==> src/rtl/quadrature_odometry_assert.svh <==
// Assertion macros for the quadrature odometry block.
// Used by the top level only; relies on clk and rst in the including scope.
`ifndef QUADRATURE_ODOMETRY_ASSERT_SVH
`define QUADRATURE_ODOMETRY_ASSERT_SVH

// Clocked check, off while reset is high.
`define QO_ASSERT(lbl, prop, msg) \
  lbl: assert property (@(posedge clk) disable iff (rst) prop) else $error(msg);

// Clocked check of a consequence in the cycle after its trigger, off in reset.
`define QO_ASSERT_NEXT(lbl, ante, cons, msg) \
  lbl: assert property (@(posedge clk) disable iff (rst) (ante) |=> (cons)) \
    else $error(msg);

`endif

==> src/rtl/qodo_pkg.sv <==
// Shared types, constants and the arctangent table of the odometry block.
// No dependencies; imported by every module of the block.
package qodo_pkg;

  localparam int CORDIC_STEPS = 24;
  localparam int CORD_IW      = $clog2(CORDIC_STEPS);
  localparam int CORD_W       = 34;
  localparam int MUL_W        = 34;
  localparam int PROD_W       = 2 * MUL_W;
  localparam int DVD_W        = 71;
  localparam int DVS_W        = 49;
  localparam int DIV_CW       = $clog2(DVD_W);
  localparam int ADDR_W       = 4;

  localparam logic [31:0] PI_Q28       = 32'd843314857;
  localparam logic [31:0] TWO_PI_Q28   = 32'd1686629713;
  localparam logic [31:0] HALF_PI_Q28  = 32'd421657428;
  localparam logic [31:0] GAIN_Q30     = 32'd652032874;
  localparam logic [31:0] ONE_Q28      = 32'd268435456;
  localparam logic [32:0] SAT_MAG      = 33'h1_0000_0000;

  localparam logic [7:0]  BATCH_RST    = 8'd64;
  localparam logic [31:0] RADIUS_RST   = 32'd5244;
  localparam logic [31:0] BASE_RST     = 32'd29651;
  localparam logic [16:0] TICKS_RST    = 17'd4096;

  localparam logic KIND_EDGE   = 1'b0;
  localparam logic KIND_SET    = 1'b1;
  localparam logic WHEEL_RIGHT = 1'b1;
  localparam logic CHAN_B      = 1'b1;

  typedef enum logic [1:0] {
    REG_BATCH,
    REG_RADIUS,
    REG_BASE,
    REG_TICKS
  } reg_idx_t;

  typedef struct packed {
    logic               kind;
    logic               wheel;
    logic               channel;
    logic               level_a;
    logic               level_b;
    logic signed [31:0] new_x;
    logic signed [31:0] new_y;
    logic signed [31:0] new_heading;
  } item_t;

  typedef struct packed {
    logic signed [31:0] pos_x;
    logic signed [31:0] pos_y;
    logic signed [31:0] heading;
  } pose_t;

  // atan(2^-i) in Q28, rounded
  function automatic logic [31:0] atan_q28(input logic [4:0] i);
    logic [31:0] v;
    case (i)
      5'd0:    v = 32'd210828714;
      5'd1:    v = 32'd124459457;
      5'd2:    v = 32'd65760959;
      5'd3:    v = 32'd33381290;
      5'd4:    v = 32'd16755422;
      5'd5:    v = 32'd8385879;
      5'd6:    v = 32'd4193963;
      5'd7:    v = 32'd2097109;
      5'd8:    v = 32'd1048571;
      5'd9:    v = 32'd524287;
      5'd29:   v = 32'd1;
      5'd30:   v = 32'd0;
      5'd31:   v = 32'd0;
      default: v = 32'd1 << (5'd28 - i);
    endcase
    return v;
  endfunction

endpackage

==> src/rtl/qodo_mul.sv <==
// Shared signed multiplier with a registered product.
// Depends on qodo_pkg for operand widths.
module qodo_mul import qodo_pkg::*; (
  input  logic                     clk,
  input  logic signed [MUL_W-1:0]  a,
  input  logic signed [MUL_W-1:0]  b,
  output logic signed [PROD_W-1:0] p
);

  always_ff @(posedge clk) begin
    p <= a * b;
  end

endmodule

==> config.mk <==
export PLATFORM = sky130hd
export DESIGN_NAME = qodo_mul
export DESIGN_NICKNAME = d
export VERILOG_FILES = /design/src/rtl/quadrature_odometry_assert.svh /design/src/rtl/qodo_pkg.sv /design/src/rtl/qodo_mul.sv
export SDC_FILE = /design/constraint.sdc
export NUM_CORES = 2
export LEC_CHECK = 0
export BUFFER_PORTS_ARGS = -buffer_cell sky130_fd_sc_hd__buf_2
export CAP_MARGIN = 15
export CELL_PAD_IN_SITES_DETAIL_PLACEMENT = 1
export CELL_PAD_IN_SITES_GLOBAL_PLACEMENT = 1
export CORE_AREA = 2 2 313 284
export CTS_CLUSTER_DIAMETER = 40
export DETAILED_ROUTE_END_ITERATION = 6
export DIE_AREA = 0 0 315 286
export PLACE_DENSITY_LB_ADDON = 0.1
export SYNTH_ARGS = -nofsm -noshare
export SYNTH_HDL_FRONTEND = slang
export SYNTH_SLANG_ARGS = --single-unit
==> constraint.sdc <==
create_clock -name clk -period 14.66 [get_ports clk]
set_clock_uncertainty 0.05 [all_clocks]
set_input_delay 0 -clock clk [delete_from_list [all_inputs] [get_ports clk]]
set_output_delay 0 -clock clk [all_outputs]
set_load 0.01 [all_outputs]
==> impl_metrics.ini <==
[final_layout]
final_cell_mix = 1241 x fa_1, 1231 x inv_1, 621 x and2_1, 542 x nand2_1, 204 x ha_1
instances_no_fill = 5692
drive_gt1_share_pct = 5.25
final_common_cell = fa_1
synthToLayoutAreaGrowth_pct = 4.54
nNetsFinal = 6040
largest_reg_flops = 68
top_regs = p (68)
regMostFlops = p

[clock_tree]
cts_buffers = 9
cts_setup_buffers = 0
clkTransAtPathRegs_ns = 0.07
cts-resized-gates = 0
cts_buffer_depth = 2
htreeDepth = 3
clock_sinks = 68
cts_root_buf = clkbuf_16
hold_buffers = 0
cts_tree = yes

[global_routing]
grt_pass1_wl_um = 214000
grt_pass1_vias = 35600
grt-ovfl-total = 0
antenna_found_initial = 9
grt_max_degree = 35
gr-usage-all-layers_pct = 31.9

[worst_setup_path]
crit_path_start = a[33]
cp_data_arrival_time_ns = 8.60
cp_data_required_time_ns = 14.93
worstSetupPathType = input pin to flip-flop
worstSetupStartpointType = input pin
cp_max_fo = 34
cp-end-kind = flip-flop

[drt]
wl_per_cell_um = 23.7
drtAntennaViolNets = 0
wl_um = 135000
post-route-drc-count = 0
vias = 30300
vias_per_cell = 5.33
drtIter0Drc = 1627
drtPass1Iterations = 4

[placed_design]
dp_slack_ns = 6.03
dp_hpwl_um = 104000
io_buffers = 136
placed_cells = 5670
gp_congestion = 0.866

[synthesis]
yosysWarnings = 0
syn-cell-area_um2 = 43000
synth_ff_type = dfxtp_1
syn_nets = 6068
netlist-cell-type-count = 69
synth.avg_cell_area_um2 = 9.45
synthArstFlopShare_pct = 0
yosysSeqAreaShare_pct = 3.16
synth_seq_cells = 68
synth-edff-count = 0
synthCells = 4554

[worst_hold_path]
min_from = b[0]
holdPathStages = 2
hold_path_end = p[0]$_DFF_P_
hp-class = input pin to flip-flop

[floorplan]
initial_core_util_pct = 49.5
core-area_um2 = 87000
std_cell_rows = 103
num_io_pins = 137
die_h_um = 286
die_x_um = 315
die-area_um2 = 90100

[sta]
timing.final.crit_share_pct = 56.8
slew_headroom_pct = 25.8
timing.fmax_ghz = 0.120
setup_viol = 0
holdWs_ns = 0.184
worst_pin_slew_ns = 1.11
fin_tns_setup_ns = 0
rsz0062_at_grt = false
worst_slack_ns = 6.33
final.min_clock_period_ns = 8.33
hold_violations = 0
maxSlewViolCount = 0

[run]
drv_cap = 0

[run_status]
status = finished, final reports clean
## layer usage
layer,track usage (%),vias to the layer above,wire length [um]
met3,6.26,223,9230
met4,9.24,8,3750
li1,-,12700,-
met2,52.2,951,65100
met1,43.4,16400,56700
met5,0,-,49
## cell usage after synthesis (all sizes together) (6+ instances only)
master,number,share of area [%]
o21bai,12,0.21
a31oi,10,0.21
xor2,23,0.47
nor2b,9,0.13
a21oi,63,0.75
ha,204,5.9
a21o,37,0.65
nand2,542,4.7
clkbuf,217,1.9
o21ai,41,0.52
and3,8,0.13
nor2,56,0.50
xnor2,56,1.1
fa,1241,58
buf,9,0.14
inv,1231,11
and2,623,9.1
dfxtp,68,3.2
a211oi,7,0.13
nand3,11,0.13
nand4,11,0.16
o41ai,6,0.17
nand2b,20,0.29
## cell families after synthesis
group / synth area share, %
compound gates: 3.35
xor+xnor: 1.61
fa+ha+maj: 63.7
buf+inv: 12.8
flops: 3.16
simple gates: 15.4
## worst max-delay path by stage
stage | slack (ns) | to
floorplan | 7.12 | p[65]$_DFF_P_
global placement | 6.05 | p[66]$_DFF_P_
detailed placement | 6.03 | p[66]$_DFF_P_
CTS | 6.34 | p[66]$_DFF_P_
global route | 5.94 | p[65]$_DFF_P_
finish | 6.33 | p[66]$_DFF_P_
## critical path: stages
cell and delay [ns]:
buf_2 0.59, nand2_1 0.22, inv_1 0.18, fa_1 0.53
fa_1 0.65, fa_1 0.73, fa_1 1.36, fa_1 0.62
fa_1 0.53, fa_1 0.53, inv_1 0.06, fa_1 0.48
inv_1 0.04, ha_1 0.37, and2_1 0.27, nand2_1 0.11
o41ai_1 0.54, a31oi_4 0.11, o31ai_4 0.36, a221oi_2 0.11
xnor2_1 0.13
## stage by stage
stage / util, % / cell area [um^2]
finish: 51.7 / 45000
global route: 51.7 / 45000
CTS: 51.7 / 45000
detailed placement: 51.3 / 44700
global placement: 51.3 / 44700
floorplan: - / 43000
## cell type report
class / count / area (um^2)
sequential: 68 / 1360
fill: 9988 / 42000
inverter: 1232 / 4620
antenna: 6 / 15.0
timing repair buffer: 189 / 1080
multi-input combinational: 3026 / 36100
tap: 1155 / 1450
clock buffer: 11 / 253
clock inverter: 5 / 58.8
Power is left out: the tool's default activity adds up to more than one toggle a clock period on the data nets, which glitch-free logic cannot reach.
