<file path="src/rtl/quadrature_odometry_assert.svh">
// Assertion macros for the quadrature odometry block.
// Used by the top level only; relies on clk and rst in the including scope.
`ifndef QUADRATURE_ODOMETRY_ASSERT_SVH
`define QUADRATURE_ODOMETRY_ASSERT_SVH

// Clocked check, off while reset is high.
`define QO_ASSERT(lbl, prop, msg) \
  lbl: assert property (@(posedge clk) disable iff (rst) prop) else $error(msg);

// Clocked check of a consequence in the cycle after its trigger, off in reset.
`define QO_ASSERT_NEXT(lbl, ante, cons, msg) \
  lbl: assert property (@(posedge clk) disable iff (rst) (ante) |=> (cons)) \
    else $error(msg);

`endif

</file>
<file path="src/rtl/qodo_pkg.sv">
// Shared types, constants and the arctangent table of the odometry block.
// No dependencies; imported by every module of the block.
package qodo_pkg;

  localparam int CORDIC_STEPS = 24;
  localparam int CORD_IW      = $clog2(CORDIC_STEPS);
  localparam int CORD_W       = 34;
  localparam int MUL_W        = 34;
  localparam int PROD_W       = 2 * MUL_W;
  localparam int DVD_W        = 71;
  localparam int DVS_W        = 49;
  localparam int DIV_CW       = $clog2(DVD_W);
  localparam int ADDR_W       = 4;

  localparam logic [31:0] PI_Q28       = 32'd843314857;
  localparam logic [31:0] TWO_PI_Q28   = 32'd1686629713;
  localparam logic [31:0] HALF_PI_Q28  = 32'd421657428;
  localparam logic [31:0] GAIN_Q30     = 32'd652032874;
  localparam logic [31:0] ONE_Q28      = 32'd268435456;
  localparam logic [32:0] SAT_MAG      = 33'h1_0000_0000;

  localparam logic [7:0]  BATCH_RST    = 8'd64;
  localparam logic [31:0] RADIUS_RST   = 32'd5244;
  localparam logic [31:0] BASE_RST     = 32'd29651;
  localparam logic [16:0] TICKS_RST    = 17'd4096;

  localparam logic KIND_EDGE   = 1'b0;
  localparam logic KIND_SET    = 1'b1;
  localparam logic WHEEL_RIGHT = 1'b1;
  localparam logic CHAN_B      = 1'b1;

  typedef enum logic [1:0] {
    REG_BATCH,
    REG_RADIUS,
    REG_BASE,
    REG_TICKS
  } reg_idx_t;

  typedef struct packed {
    logic               kind;
    logic               wheel;
    logic               channel;
    logic               level_a;
    logic               level_b;
    logic signed [31:0] new_x;
    logic signed [31:0] new_y;
    logic signed [31:0] new_heading;
  } item_t;

  typedef struct packed {
    logic signed [31:0] pos_x;
    logic signed [31:0] pos_y;
    logic signed [31:0] heading;
  } pose_t;

  // atan(2^-i) in Q28, rounded
  function automatic logic [31:0] atan_q28(input logic [4:0] i);
    logic [31:0] v;
    case (i)
      5'd0:    v = 32'd210828714;
      5'd1:    v = 32'd124459457;
      5'd2:    v = 32'd65760959;
      5'd3:    v = 32'd33381290;
      5'd4:    v = 32'd16755422;
      5'd5:    v = 32'd8385879;
      5'd6:    v = 32'd4193963;
      5'd7:    v = 32'd2097109;
      5'd8:    v = 32'd1048571;
      5'd9:    v = 32'd524287;
      5'd29:   v = 32'd1;
      5'd30:   v = 32'd0;
      5'd31:   v = 32'd0;
      default: v = 32'd1 << (5'd28 - i);
    endcase
    return v;
  endfunction

endpackage

</file>
<file path="src/rtl/qodo_div.sv">
// Restoring divider, one quotient bit per cycle.
// Depends on qodo_pkg for widths.
module qodo_div import qodo_pkg::*; (
  input  logic             clk,
  input  logic             rst,
  input  logic             start,
  input  logic [DVD_W-1:0] dividend,
  input  logic [DVS_W-1:0] divisor,
  output logic [DVD_W-1:0] quot,
  output logic             done
);

  logic              busy;
  logic [DIV_CW-1:0] cnt;
  logic [DVD_W-1:0]  dvd;
  logic [DVS_W-1:0]  dvs;
  logic [DVS_W-1:0]  rem;
  logic [DVS_W:0]    trial;
  logic              fits;

  always_comb begin
    trial = {rem, dvd[DVD_W-1]};
    fits  = trial >= {1'b0, dvs};
  end

  always_ff @(posedge clk) begin
    if (rst) begin
      busy <= 1'b0;
      done <= 1'b0;
      cnt  <= '0;
    end else begin
      done <= 1'b0;
      if (start) begin
        busy <= 1'b1;
        cnt  <= '0;
        dvd  <= dividend;
        dvs  <= divisor;
        rem  <= '0;
        quot <= '0;
      end else if (busy) begin
        rem  <= fits ? DVS_W'(trial - {1'b0, dvs}) : trial[DVS_W-1:0];
        dvd  <= dvd << 1;
        quot <= {quot[DVD_W-2:0], fits};
        cnt  <= cnt + 1'b1;
        if (cnt == DIV_CW'(DVD_W - 1)) begin
          busy <= 1'b0;
          done <= 1'b1;
        end
      end
    end
  end

endmodule

</file>
<file path="config.mk">
export PLATFORM = sky130hd
export DESIGN_NAME = qodo_div
export DESIGN_NICKNAME = d
export VERILOG_FILES = /design/src/rtl/quadrature_odometry_assert.svh /design/src/rtl/qodo_pkg.sv /design/src/rtl/qodo_div.sv
export SDC_FILE = /design/constraint.sdc
export NUM_CORES = 1
export LEC_CHECK = 0
export BUFFER_PORTS_ARGS = -buffer_cell sky130_fd_sc_hd__buf_2
export CORE_MARGIN = 4
export CORE_UTILIZATION = 52
export DETAILED_ROUTE_END_ITERATION = 7
export PLACE_DENSITY = 0.77
export RECOVER_POWER = 25
export SLEW_MARGIN = 20
export SYNTH_ARGS = -nofsm -noshare
export SYNTH_HDL_FRONTEND = slang
export SYNTH_SLANG_ARGS = --single-unit
export TNS_END_PERCENT = 10
</file>
<file path="constraint.sdc">
create_clock -name clk -period 14.2 [get_ports clk]
set_input_delay 4.26 -clock clk [delete_from_list [all_inputs] [get_ports clk]]
set_output_delay 4.26 -clock clk [all_outputs]
set_load 0.02 [all_outputs]
</file>
==> results_dict.tcl <==
set metrics [dict create \
    synth_cells 1067 \
    drive_above_1_share_pct 26.89 \
    die_h_um 165.1 \
    hold_viol 0 \
    worst_setup_path_end_kind "register" \
    ys_ff_latch 249 \
    synth-edff-count 240 \
    cts_hold_buf 0 \
    cts_resized 0 \
    drc 0 \
    ioPinCount 195 \
    wl_per_cell_um 17.61 \
    initial_core_util_pct 52.74 \
    dieWidth_um 165.1 \
    synth.most_common_cell "edfxtp_1" \
    clkSinkCount 249 \
    multi_input_area_um2 4969 \
    syn_area_um2 12830 \
    period_share_pct 51.63 \
    fin_skew_ns 0.03905 \
    reg2reg_slack_ns 10.45 \
    regArea_um2 7387 \
    power_leakage_nw 5.964 \
    maxSlewHeadroom_pct 31.58 \
    synth_common_cells "edfxtp_1, nand2_1, a21oi_1, nor2b_1, mux2_2" \
    fill_cells 1961 \
    whs_ns 0.4927 \
    max-cap-violations 0 \
    min_period_ns 7.331 \
    rsz0062_at_grt "false" \
    synth_top_cell_by_area "edfxtp_1" \
    yosys.area.top_type_share_pct 56.18 \
    max_clock_freq_ghz 0.1364 \
    arrival_ns 7.48 \
    seq_area_frac_synth_pct 57.59 \
    setup_tns_ns 0 \
    clkPwrFrac_pct 36.7 \
    insertion_delay_ns 0.56 \
    timing.rr.start "dvd[70]$_DFFE_PP_" \
    cts_tree "done" \
    htreeDepth 1 \
    synthArstFlopShare_pct 0 \
    final_util_pct 61.92 \
    vias 8790 \
    die_area_um2 27240 \
    status "finished, final reports clean" \
    cts_buffers 28 \
    grt_usage_pct 20.34 \
    grt_remaining_overflow 0 \
    sw_frac_of_total_pct 26.95 \
    synth_area_per_cell_um2 12.02 \
    synth-main-ff-cell "edfxtp_1" \
    synth_area_leaders "edfxtp_1, mux2_2, ha_1" \
    dp_hpwl_um 19510 \
    drt_pass1_iterations 7 \
    grt_max_degree 106 \
    seqPwrFrac_pct 43.7 \
    r2r_cells 14 \
    ys_warn_count 0 \
    cp_max_fo 105 \
    min_path_cells 2 \
    vias_per_cell 5.514 \
    ir_worst_vdd_v 0.0001113 \
    pwr-share-comb_pct 19.6 \
    core_region_area_um2 24320 \
    holdCritStartpoint "cnt[6]$_SDFFE_PP0P_" \
    cts_buffer_depth 3 \
    syn_nets 1242 \
    hold_end "cnt[6]$_SDFFE_PP0P_" \
    powerDensity_nw_per_um2 136.5 \
    post_cts_buffers 0 \
    placed_area_um2 14030 \
    p_int_w 0.001501 \
    hold_class "reg -> reg" \
    clk_pin_slew_worst_paths_ns 0.05 \
    crit_type "in -> reg" \
    antenna_found_initial 8 \
    nets 1421 \
    drt_wl_total_um 28070 \
    postLayoutCellArea_um2 15060 \
    cts_root_buf "clkbuf_16" \
    r2r-end "rem[46]$_SDFFCE_PP0P_" \
    total_power_w 0.002055 \
    startpoint_type "primary input" \
    worst_ep_required_time_ns 14.35 \
    synth_cell_types 69 \
    place_congestion 0.8795 \
    syn_to_final_growth_pct 17.40 \
    grt_pass1_vias 8780 \
    port_buffers 194 \
    grt_pass1_wl_um 44690 \
    p_switching_w 0.0005538 \
    std_cell_rows 57 \
    slew_violations 0 \
    antenna_left 0 \
    finalSetupViolCount 0 \
    worstMarginPinSlew_ns 1.026 \
    drt_iter0_drc 668 \
]
## through the flow
stage	setup slack (ns)	instances
6_report	6.869	1594
5_1_grt	6.580	1592
4_1_cts	6.630	1590
3_5_place_dp	6.048	1538
3_3_place_gp	6.153	1538
2_1_floorplan	0.4075	1067
## layer usage
| layer | up-vias | GRT usage (%) | routed length, um |
|---|---|---|---|
| li1 | 4262 | - | - |
| met1 | 4185 | 26.33 | 11880 |
| met2 | 262 | 33.30 | 13140 |
| met3 | 65 | 6.950 | 2317 |
| met4 | 16 | 4.726 | 648 |
| met5 | - | 0 | 84 |
## worst max-delay path, stage by stage
cell and delay (ns):
buf_6 0.62, nor2_1 0.20, nor2_4 0.55, buf_4 0.56, buf_16 0.32, buf_4 0.85
## worst max path at each step
stage	start	end	slack (ns)
floorplan	start	dvd[0]$_SDFFCE_PN0P_	0.41
detailed placement	start	dvd[24]$_DFFE_PP_	6.05
global placement	start	dvd[18]$_DFFE_PP_	6.15
CTS	start	quot[0]$_SDFFCE_PP0P_	6.63
finish	start	quot[0]$_SDFFCE_PP0P_	6.87
global route	start	quot[0]$_SDFFCE_PP0P_	6.58
## logic make-up (layout without fill, tap and decap cells)
logic type	after synthesis	after routing	synth area share (%)
AOI/OAI and AO/OA	229	229	12.52
xor gates and xnor gates	47	47	3.209
adders and majority gates	52	52	5.131
buffers and inverters	116	317	3.677
DFF	249	249	57.59
muxes	72	72	6.301
other	0	2	0
and+or+nand+nor	302	302	11.57
## layout by cell type (no fill, tap or decap), types with 8 or more instances in the layout
cell	instances
edfxtp_1	240
buf_2	193
nand2_1	110
a21oi_1	83
nor2b_1	71
mux2_2	70
inv_1	65
ha_1	51
nor2_1	50
o21ai_0	33
clkbuf_16	28
xnor2_1	27
a21o_1	22
xor2_1	20
nand3_1	15
nand4_1	15
a211oi_1	13
dfxtp_1	9
nor3_1	8
## power groups by stage
| stage | registers (W) | clock network [W] | logic [W] |
|---|---|---|---|
| 2_1_floorplan | 0.000929 | 0 | 0.000291 |
| 3_3_place_gp | 0.000911 | 0 | 0.000389 |
| 3_5_place_dp | 0.000912 | 0 | 0.000397 |
| 4_1_cts | 0.000899 | 0.000771 | 0.000400 |
| 5_1_grt | 0.000903 | 0.000805 | 0.000448 |
| 6_report | 0.000898 | 0.000754 | 0.000404 |
## registers in the layout (all words and copies together), names as in the netlist
register / count
rem: 49
dvs: 49
cnt: 7
done: 1
busy: 1
dvd: 71
quot: 71
## layout make-up
| cell class | count | area share, % |
|---|---|---|
| inverters | 65 | 1.620 |
| clock buffers | 40 | 5.284 |
| multi-input cells | 702 | 32.99 |
| clock inverters | 12 | 1.271 |
| well taps | 324 | 2.692 |
| diodes | 2 | 0.03323 |
| repair buffers | 200 | 7.054 |
| flip-flops and latches | 249 | 49.05 |
Note: power is estimated with default switching activity, not from simulation.
