**src/rtl/quadrature_odometry_assert.svh**
```systemverilog
// Assertion macros for the quadrature odometry block.
// Used by the top level only; relies on clk and rst in the including scope.
`ifndef QUADRATURE_ODOMETRY_ASSERT_SVH
`define QUADRATURE_ODOMETRY_ASSERT_SVH

// Clocked check, off while reset is high.
`define QO_ASSERT(lbl, prop, msg) \
  lbl: assert property (@(posedge clk) disable iff (rst) prop) else $error(msg);

// Clocked check of a consequence in the cycle after its trigger, off in reset.
`define QO_ASSERT_NEXT(lbl, ante, cons, msg) \
  lbl: assert property (@(posedge clk) disable iff (rst) (ante) |=> (cons)) \
    else $error(msg);

`endif

```
**src/rtl/qodo_pkg.sv**
```systemverilog
// Shared types, constants and the arctangent table of the odometry block.
// No dependencies; imported by every module of the block.
package qodo_pkg;

  localparam int CORDIC_STEPS = 24;
  localparam int CORD_IW      = $clog2(CORDIC_STEPS);
  localparam int CORD_W       = 34;
  localparam int MUL_W        = 34;
  localparam int PROD_W       = 2 * MUL_W;
  localparam int DVD_W        = 71;
  localparam int DVS_W        = 49;
  localparam int DIV_CW       = $clog2(DVD_W);
  localparam int ADDR_W       = 4;

  localparam logic [31:0] PI_Q28       = 32'd843314857;
  localparam logic [31:0] TWO_PI_Q28   = 32'd1686629713;
  localparam logic [31:0] HALF_PI_Q28  = 32'd421657428;
  localparam logic [31:0] GAIN_Q30     = 32'd652032874;
  localparam logic [31:0] ONE_Q28      = 32'd268435456;
  localparam logic [32:0] SAT_MAG      = 33'h1_0000_0000;

  localparam logic [7:0]  BATCH_RST    = 8'd64;
  localparam logic [31:0] RADIUS_RST   = 32'd5244;
  localparam logic [31:0] BASE_RST     = 32'd29651;
  localparam logic [16:0] TICKS_RST    = 17'd4096;

  localparam logic KIND_EDGE   = 1'b0;
  localparam logic KIND_SET    = 1'b1;
  localparam logic WHEEL_RIGHT = 1'b1;
  localparam logic CHAN_B      = 1'b1;

  typedef enum logic [1:0] {
    REG_BATCH,
    REG_RADIUS,
    REG_BASE,
    REG_TICKS
  } reg_idx_t;

  typedef struct packed {
    logic               kind;
    logic               wheel;
    logic               channel;
    logic               level_a;
    logic               level_b;
    logic signed [31:0] new_x;
    logic signed [31:0] new_y;
    logic signed [31:0] new_heading;
  } item_t;

  typedef struct packed {
    logic signed [31:0] pos_x;
    logic signed [31:0] pos_y;
    logic signed [31:0] heading;
  } pose_t;

  // atan(2^-i) in Q28, rounded
  function automatic logic [31:0] atan_q28(input logic [4:0] i);
    logic [31:0] v;
    case (i)
      5'd0:    v = 32'd210828714;
      5'd1:    v = 32'd124459457;
      5'd2:    v = 32'd65760959;
      5'd3:    v = 32'd33381290;
      5'd4:    v = 32'd16755422;
      5'd5:    v = 32'd8385879;
      5'd6:    v = 32'd4193963;
      5'd7:    v = 32'd2097109;
      5'd8:    v = 32'd1048571;
      5'd9:    v = 32'd524287;
      5'd29:   v = 32'd1;
      5'd30:   v = 32'd0;
      5'd31:   v = 32'd0;
      default: v = 32'd1 << (5'd28 - i);
    endcase
    return v;
  endfunction

endpackage

```
**src/rtl/qodo_cordic.sv**
```systemverilog
// Iterative CORDIC rotation giving cos and sin of a Q4.28 angle in Q30.
// Depends on qodo_pkg for the step count and arctangent table.
module qodo_cordic import qodo_pkg::*; (
  input  logic                     clk,
  input  logic                     rst,
  input  logic                     start,
  input  logic signed [31:0]       angle,
  output logic signed [CORD_W-1:0] cos_v,
  output logic signed [CORD_W-1:0] sin_v,
  output logic                     done
);

  logic                     busy;
  logic [CORD_IW-1:0]       idx;
  logic                     neg;
  logic signed [CORD_W-1:0] cx, cy;
  logic signed [32:0]       zr;
  logic signed [32:0]       z0, z1;
  logic                     fold_neg;
  logic signed [CORD_W-1:0] sx, sy;
  logic signed [32:0]       at;

  // quadrant fold into [-pi/2, pi/2]
  always_comb begin
    z0 = 33'(angle);
    if (z0 > $signed({1'b0, PI_Q28})) begin
      z0 = z0 - $signed({1'b0, TWO_PI_Q28});
    end else if (z0 < -$signed({1'b0, PI_Q28})) begin
      z0 = z0 + $signed({1'b0, TWO_PI_Q28});
    end
    fold_neg = 1'b0;
    z1 = z0;
    if (z0 > $signed({1'b0, HALF_PI_Q28})) begin
      z1 = z0 - $signed({1'b0, PI_Q28});
      fold_neg = 1'b1;
    end else if (z0 < -$signed({1'b0, HALF_PI_Q28})) begin
      z1 = z0 + $signed({1'b0, PI_Q28});
      fold_neg = 1'b1;
    end
  end

  always_comb begin
    sx = cy >>> idx;
    sy = cx >>> idx;
    at = $signed({1'b0, atan_q28(5'(idx))});
  end

  assign cos_v = neg ? -cx : cx;
  assign sin_v = neg ? -cy : cy;

  always_ff @(posedge clk) begin
    if (rst) begin
      busy <= 1'b0;
      done <= 1'b0;
      idx  <= '0;
    end else begin
      done <= 1'b0;
      if (start) begin
        busy <= 1'b1;
        idx  <= '0;
        cx   <= CORD_W'(GAIN_Q30);
        cy   <= '0;
        zr   <= z1;
        neg  <= fold_neg;
      end else if (busy) begin
        if (!zr[32]) begin
          cx <= cx - sx;
          cy <= cy + sy;
          zr <= zr - at;
        end else begin
          cx <= cx + sx;
          cy <= cy - sy;
          zr <= zr + at;
        end
        idx <= idx + 1'b1;
        if (idx == CORD_IW'(CORDIC_STEPS - 1)) begin
          busy <= 1'b0;
          done <= 1'b1;
        end
      end
    end
  end

endmodule

```
**config.mk**
```make
export PLATFORM = sky130hd
export DESIGN_NAME = qodo_cordic
export DESIGN_NICKNAME = d
export VERILOG_FILES = /design/src/rtl/quadrature_odometry_assert.svh /design/src/rtl/qodo_pkg.sv /design/src/rtl/qodo_cordic.sv
export SDC_FILE = /design/constraint.sdc
export NUM_CORES = 1
export LEC_CHECK = 0
export ABC_AREA = 1
export BUFFER_PORTS_ARGS = -buffer_cell sky130_fd_sc_hd__buf_2
export CELL_PAD_IN_SITES_DETAIL_PLACEMENT = 0
export CELL_PAD_IN_SITES_GLOBAL_PLACEMENT = 1
export CORE_AREA = 5 5 238 240
export DETAILED_ROUTE_END_ITERATION = 7
export DIE_AREA = 0 0 243 245
export PLACE_DENSITY_LB_ADDON = 0.1
export SYNTH_ARGS = -nofsm -noshare
export SYNTH_HDL_FRONTEND = slang
export SYNTH_SLANG_ARGS = --single-unit
export TNS_END_PERCENT = 5
```
**constraint.sdc**
```tcl
create_clock -name clk -period 7.6 [get_ports clk]
set_input_delay 1.14 -clock clk [delete_from_list [all_inputs] [get_ports clk]]
set_output_delay 1.14 -clock clk [all_outputs]
set_load 0.01 [all_outputs]
```
==> out/metrics.csv, run 1 <==
stage,metric,value,unit
critical_path,crit_end,zr[25],
clock_network,cts.sinks,109,
pwr,power_density,214.7,nW/um2
timing,post-route-min-period,6642,ps
synthesis,synth_ff_type,edfxtp_1,
critical_path,cp_slowest_stage_delay,590,ps
timing,fmax,150.6,MHz
routing,drt-vias-per-instance,5.489,
outcome,outcome,completed,
synthesis,syn_area_per_cell,5.527,um2
critical_path,crit_slowest_cell,dfxtp_4,
critical_path,r2r-start,idx[0],
grt,track_usage,29.52,%
placement,place_area,24820,um2
critical_path,cp.arrival,6810,ps
worst_hold_path,hold_path_depth,2,
timing,fin_crit_sh,87.40,%
critical_path,crit_type,reg -> reg,
grt,grt.overflow.total,0,
routing,ant_nets,0,
final_layout,final_common_cell,nand2_1,
grt,grt_max_degree,72,
final_layout,syn_to_final_growth,4.291,%
final_layout,drive_gt1_share,6.564,%
synthesis,ys_warn_count,0,
clock_network,clk_path_buf_depth,2,
timing,rsz0062_at_grt,false,
synthesis,synth-seq-area-share,13.30,%
routing,drc_errors,0,
floorplanning,io-pin-count,104,
floorplanning,design.core.area,54450,um2
routing,first_pass_iters,6,
timing,setup_tns,0,ps
final_layout,fin_area,25120,um2
final_layout,filler_cell_count,6291,
placement,place.gp.congestion,1.006,
critical_path,critPathLaunchType,flop,
grt,antenna_found_initial,1,
critical_path,critPathCaptureType,flop,
final_layout,final_cell_mix,"1346 x nand2_1, 544 x nor2_1, 459 x inv_1",
synthesis,ys_seq_elements,109,
floorplanning,die_h,245,um
critical_path,worstPathRequired,7760,ps
job,maxCapViolations,0,
timing,finClkSkew,24.62,ps
critical_path,r2r-end,zr[25],
timing,worst_pin_slew,994.4,ps
synthesis,synth_nets,4511,
timing,relSlewSlack,33.09,%
placement,place_hpwl,73460,um
grt,grt_pass1_wl,143400,um
routing,drtIter0Drc,2107,
routing,drt_wl_total,91570,um
critical_path,reg2regPathDepth,36,
pwr,leakagePower,0.01241,uW
grt,first_global_vias,25880,
routing,wl_per_cell,18.15,um
clock_network,tritoncts,built,
clock_network,clk_pin_slew,90,ps
clock_network,cts_buffers,9,
critical_path,cp-startpoint,idx[0],
timing,drv_slew,0,
timing,final-hold-violation-count,0,
synthesis,synth_cell_types,60,
timing,setup_viol,0,
pwr,vdd_drop_max,0.1334,mV
final_layout,antennaDiodeCount,0,
worst_hold_path,hp-class,reg -> reg,
clock_network,clkLatencyLatePin,410,ps
clock_network,htreeDepth,3,
routing,routed-via-count,27700,
synthesis,syn_inst,4357,
critical_path,worst-path-max-fanout,37,
synthesis,async_flop_share,0,%
critical_path,rrSetupSlack,960,ps
floorplanning,die_w,243,um
placement,portBuffers,103,
clock_network,clockRootBuffer,clkbuf_16,
synthesis,synth_area,24080,um2
floorplanning,dieArea,59540,um2
final_layout,fin_nets,4491,
floorplanning,initial_core_util,44.23,%
floorplanning,rows,86,
synthesis,synth_edf_count,102,
-- cell type report --
class / instances / area, um2 / share of cell area, %
well taps: 704 / 880.8 / 3.507
inverters: 511 / 1921 / 7.647
multi-input cells: 3583 / 18150 / 72.27
repair buffers: 123 / 678.2 / 2.700
clock inverters: 4 / 40.04 / 0.1594
flip-flops and latches: 109 / 3209 / 12.78
clock buffers: 12 / 236.5 / 0.9415
-- sequential cells by signal, indices dropped and copies added, names as in the netlist --
signal and count:
neg 1, busy 1, done 1, zr 33, cx 34, idx 5
cy 34
-- where the power goes --
group | leakage (uW) | switching [uW] | internal (uW)
registers | 0.00103 | 169 | 841
logic | 0.0112 | 2580 | 1280
clock network | 0.000135 | 288 | 231
total | 0.0124 | 3040 | 2350
-- stage by stage --
stage                     power, uW  setup slack [ps]  utilization (%)  hold WS (ps)  std cells
after floorplan                3779             757.5                -         481.7       4357
after global placement         4832             853.2            45.59         540.4       5029
after detailed placement       4836             737.1            45.59         534.4       5029
after CTS                      5370             752.4            46.09         526.2       5045
after global routing           5908             259.2            46.13         553.7       5046
final                          5393             958.0            46.13         530.4       5046
-- cell families after synthesis --
logic type | Yosys count | synth area share, %
compound gates | 773 | 17.56
xor+xnor | 202 | 7.346
fa+ha+maj | 119 | 6.276
buf+inv | 665 | 11.38
flops | 109 | 13.30
mux | 36 | 1.496
simple gates | 2453 | 42.65
-- Yosys cell counts, types with 19 or more instances --
master | count | area share [%]
nand2_1 | 1346 | 21
edfxtp_1 | 102 | 13
inv_1 | 460 | 7.2
mux2i_1 | 36 | 1.5
clkbuf_1 | 48 | 0.75
nand3_1 | 329 | 6.8
xor2_1 | 159 | 5.8
a31oi_1 | 26 | 0.68
o211ai_1 | 19 | 0.59
xnor2_1 | 43 | 1.6
o21ai_1 | 21 | 0.44
ha_1 | 116 | 6.0
a21oi_1 | 281 | 5.8
inv_2 | 46 | 0.72
buf_2 | 49 | 1.0
buf_4 | 24 | 0.75
nor3_1 | 59 | 1.2
nand2_2 | 30 | 0.78
buf_1 | 21 | 0.33
o21a_1 | 25 | 0.78
nor2_1 | 544 | 8.5
nand4_1 | 59 | 1.5
o21ai_0 | 334 | 6.9
-- worst min-delay path by stage --
| stage | start | endpoint | slack, ps |
|---|---|---|---|
| floorplan | busy | done | 480 |
| global placement | busy | idx[2] | 540 |
| CTS | busy | idx[2] | 530 |
| detailed placement | busy | idx[2] | 530 |
| finish | busy | idx[2] | 530 |
| global route | busy | idx[2] | 550 |
-- repair_timing --
action,4_1_cts,5_1_grt
endpoints found under the setup margin,0,1
resized for setup,0,0
buffers inserted,0,1
hold buffers,0,0
-- layer usage --
metal | vias up | GRT usage [%] | part of all wire [%] | routed length (um)
li1 | 14170 | - | - | -
met1 | 12540 | 37.83 | 44 | 40650
met2 | 824 | 52.21 | 48 | 43570
met3 | 166 | 2.297 | 4.1 | 3763
met4 | 0 | 10.78 | 3.9 | 3580
met5 | - | 0 | 0 | 0
-- worst max-delay path, delay by kind of cell, from the launching register on --
family,cells,cell delay (ps)
AO/OA/AOI/OAI,9,2210
XOR/XNOR,1,140
adder cells (fa/ha/maj),3,890
buffers and inverters,8,1030
flip-flops,1,590
AND/OR/NAND/NOR,15,1520
Note: power is estimated with default switching activity, not from simulation.
==> run 2, diff against run 1 <==
--- a/config.mk
+++ b/config.mk
@@ -9,9 +9,9 @@
 export BUFFER_PORTS_ARGS = -buffer_cell sky130_fd_sc_hd__buf_2
 export CELL_PAD_IN_SITES_DETAIL_PLACEMENT = 0
 export CELL_PAD_IN_SITES_GLOBAL_PLACEMENT = 1
-export CORE_AREA = 5 5 238 240
+export CORE_AREA = 5 5 252 254
 export DETAILED_ROUTE_END_ITERATION = 7
-export DIE_AREA = 0 0 243 245
+export DIE_AREA = 0 0 257 259
 export PLACE_DENSITY_LB_ADDON = 0.1
 export SYNTH_ARGS = -nofsm -noshare
 export SYNTH_HDL_FRONTEND = slang
==> constraint.sdc (replaced) <==
create_clock -name clk -period 5.4 [get_ports clk]
set_input_delay 0.81 -clock clk [delete_from_list [all_inputs] [get_ports clk]]
set_output_delay 0.81 -clock clk [all_outputs]
set_load 0.005 [all_outputs]
==> run 2 against run 1 <==
  * Clock power grew 45%
  * Fmax up 29%
  * Critical endpoint is now cy[33]
  * Via count grew 5.9%
  * Clock skew shrank 0.57 ps
  * Wire length grew 7.6%
  * Non-clock buffer count is 417 higher
  * Worst hold slack barely moved
  * Final cell count grew 10%
  * Sequential power increased by 35%
  * Power increased by 70%
==> out/metrics.csv, run 2 (synthesized netlist as in run 1, its figures left out) <==
stage,metric,value,unit
outcome,outcome,completed,
floorplanning,die_h,259,um
grt,track_usage,28.32,%
grt,grt.overflow.total,0,
final_layout,drive_gt1_share,16.85,%
critical_path,cp.arrival,5290,ps
pwr,p_sw_share,51.03,%
critical_path,critPathCaptureType,flop,
routing,routed-via-count,29330,
critical_path,crit_end,cy[33],
pwr,p_comb_share,77.0,%
final_layout,fin_nets,4908,
grt,antenna_found_initial,1,
floorplanning,design.core.area,61030,um2
critical_path,crit_slowest_cell,dfxtp_4,
pwr,seq_power_share,14.8,%
final_layout,final_cell_mix,"1342 x nand2_1, 513 x nor2_1, 456 x inv_1",
critical_path,critPathLaunchType,flop,
critical_path,cp_slowest_stage_delay,410,ps
final_layout,final_common_cell,nand2_1,
final_layout,antennaDiodeCount,0,
grt,grt_max_degree,71,
timing,post-route-min-period,5135,ps
timing,setup_viol,0,
routing,drtIter0Drc,2070,
pwr,power_density,315.9,nW/um2
routing,drt-vias-per-instance,5.285,
routing,first_pass_iters,6,
critical_path,cp-startpoint,idx[0],
timing,drv_slew,0,
clock_network,clk_pin_slew,100,ps
final_layout,final_core_util,47.47,%
grt,grt_pass1_wl,153100,um
pwr,vdd_drop_max,0.1686,mV
timing,fmax,194.8,MHz
timing,relSlewSlack,24.66,%
timing,final-hold-violation-count,0,
clock_network,clockRootBuffer,clkbuf_16,
timing,fin_crit_sh,95.09,%
critical_path,path_depth,31,
critical_path,r2r-start,idx[0],
critical_path,path_delay_family,compound AO/OA/AOI/OAI gates,
placement,place.gp.congestion,0.9795,
pwr,internal_power,4481,uW
timing,rsz0062_at_grt,true,
timing,finClkSkew,24.05,ps
clock_network,cts_hold_buf,0,
floorplanning,dieArea,66560,um2
critical_path,r2r-end,cy[33],
final_layout,filler_cell_count,6864,
pwr,switchingPower,4670,uW
critical_path,reg2regPathDepth,31,
worst_hold_path,hp-class,reg -> reg,
routing,drc_errors,0,
placement,place_hpwl,81300,um
clock_network,clkLatencyLatePin,410,ps
critical_path,rrSetupSlack,270,ps
pwr,pwr-share-clk,8.2,%
clock_network,cts_buffers,9,
routing,ant_nets,0,
critical_path,worstPathRequired,5550,ps
pwr,leakagePower,0.01455,uW
grt,first_global_vias,27580,
critical_path,crit_type,reg -> reg,
routing,drt_wl_total,98570,um
critical_path,worst-path-max-fanout,42,
clock_network,clk_path_buf_depth,2,
placement,portBuffers,103,
critical_path,crit_buf_inv,9,
timing,worst_pin_slew,1120,ps
clock_network,tritoncts,built,
floorplanning,rows,91,
floorplanning,io-pin-count,104,
floorplanning,initial_core_util,39.46,%
clock_network,htreeDepth,3,
job,maxCapViolations,0,
routing,wl_per_cell,17.76,um
timing,setup_tns,0,ps
floorplanning,die_w,257,um
final_layout,reg_top3,"cx: 34 flops, cy: 34 flops, zr: 33 flops",
clock_network,cts.sinks,109,
final_layout,syn_to_final_growth,20.29,%
==> run 2: repair_timing <==
action,4_1_cts,5_1_grt
pin swaps,0,24
setup buffers,0,9
resized for setup,3,166
endpoints found under the setup margin,3,48
==> run 2: tightest hold or removal path, delay by kind of cell (launching register included) <==
kind | cells | cell delay [ps]
AND/OR/NAND/NOR | 1 | 50
flip-flops | 1 | 330
AO/OA/AOI/OAI | 1 | 140
==> run 2: stage by stage <==
stage               setup slack [ps]  cells  total power, uW  cell area, um2  hold slack [ps]
detailed placement            -26.35   5524             8142           28160            540.9
finish                         265.2   5549             9152           28970            530.7
global route                  -140.5   5549             9970           28970            577.5
floorplan                     -300.9   4357             5256           24090            481.7
global placement              -24.22   5524             8136           28160            539.4
CTS                            16.83   5540             8926           28460            530.9
==> run 2: layout make-up <==
cell class,instances,area [um2],share of cell area (%)
multi-input cells,3583,18580,64.12
clock buffers,9,225.2,0.7774
clock inverters,7,72.57,0.2505
inverters,511,1921,6.630
well taps,790,988.4,3.412
repair buffers,540,3974,13.72
flip-flops and latches,109,3213,11.09
==> run 2: power groups by stage <==
stage	Clock, uW	Sequential [uW]	Combinational (uW)
5_1_grt	790	1370	7810
4_1_cts	767	1360	6800
6_report	753	1360	7040
3_3_place_gp	0	1370	6760
3_5_place_dp	0	1370	6770
2_1_floorplan	0	1320	3940
==> run 2: how the worst min path moves through the flow <==
stage / slack, ps / startpoint / end / cells after the start
after floorplan: 480 / busy / done / 2
after global placement: 540 / busy / idx[2] / 2
after detailed placement: 540 / busy / idx[2] / 2
after CTS: 530 / busy / idx[2] / 2
after global routing: 580 / busy / idx[2] / 2
final: 530 / busy / idx[0] / 2
==> run 2: metal layers <==
layer  GRT usage [%]  vias up  wire [um]
li1                -    15020          -
met1           35.63    13490      42710
met2           52.71      706      49550
met3           1.848      117       3905
met4           7.024        0       2403
met5               0        -          0
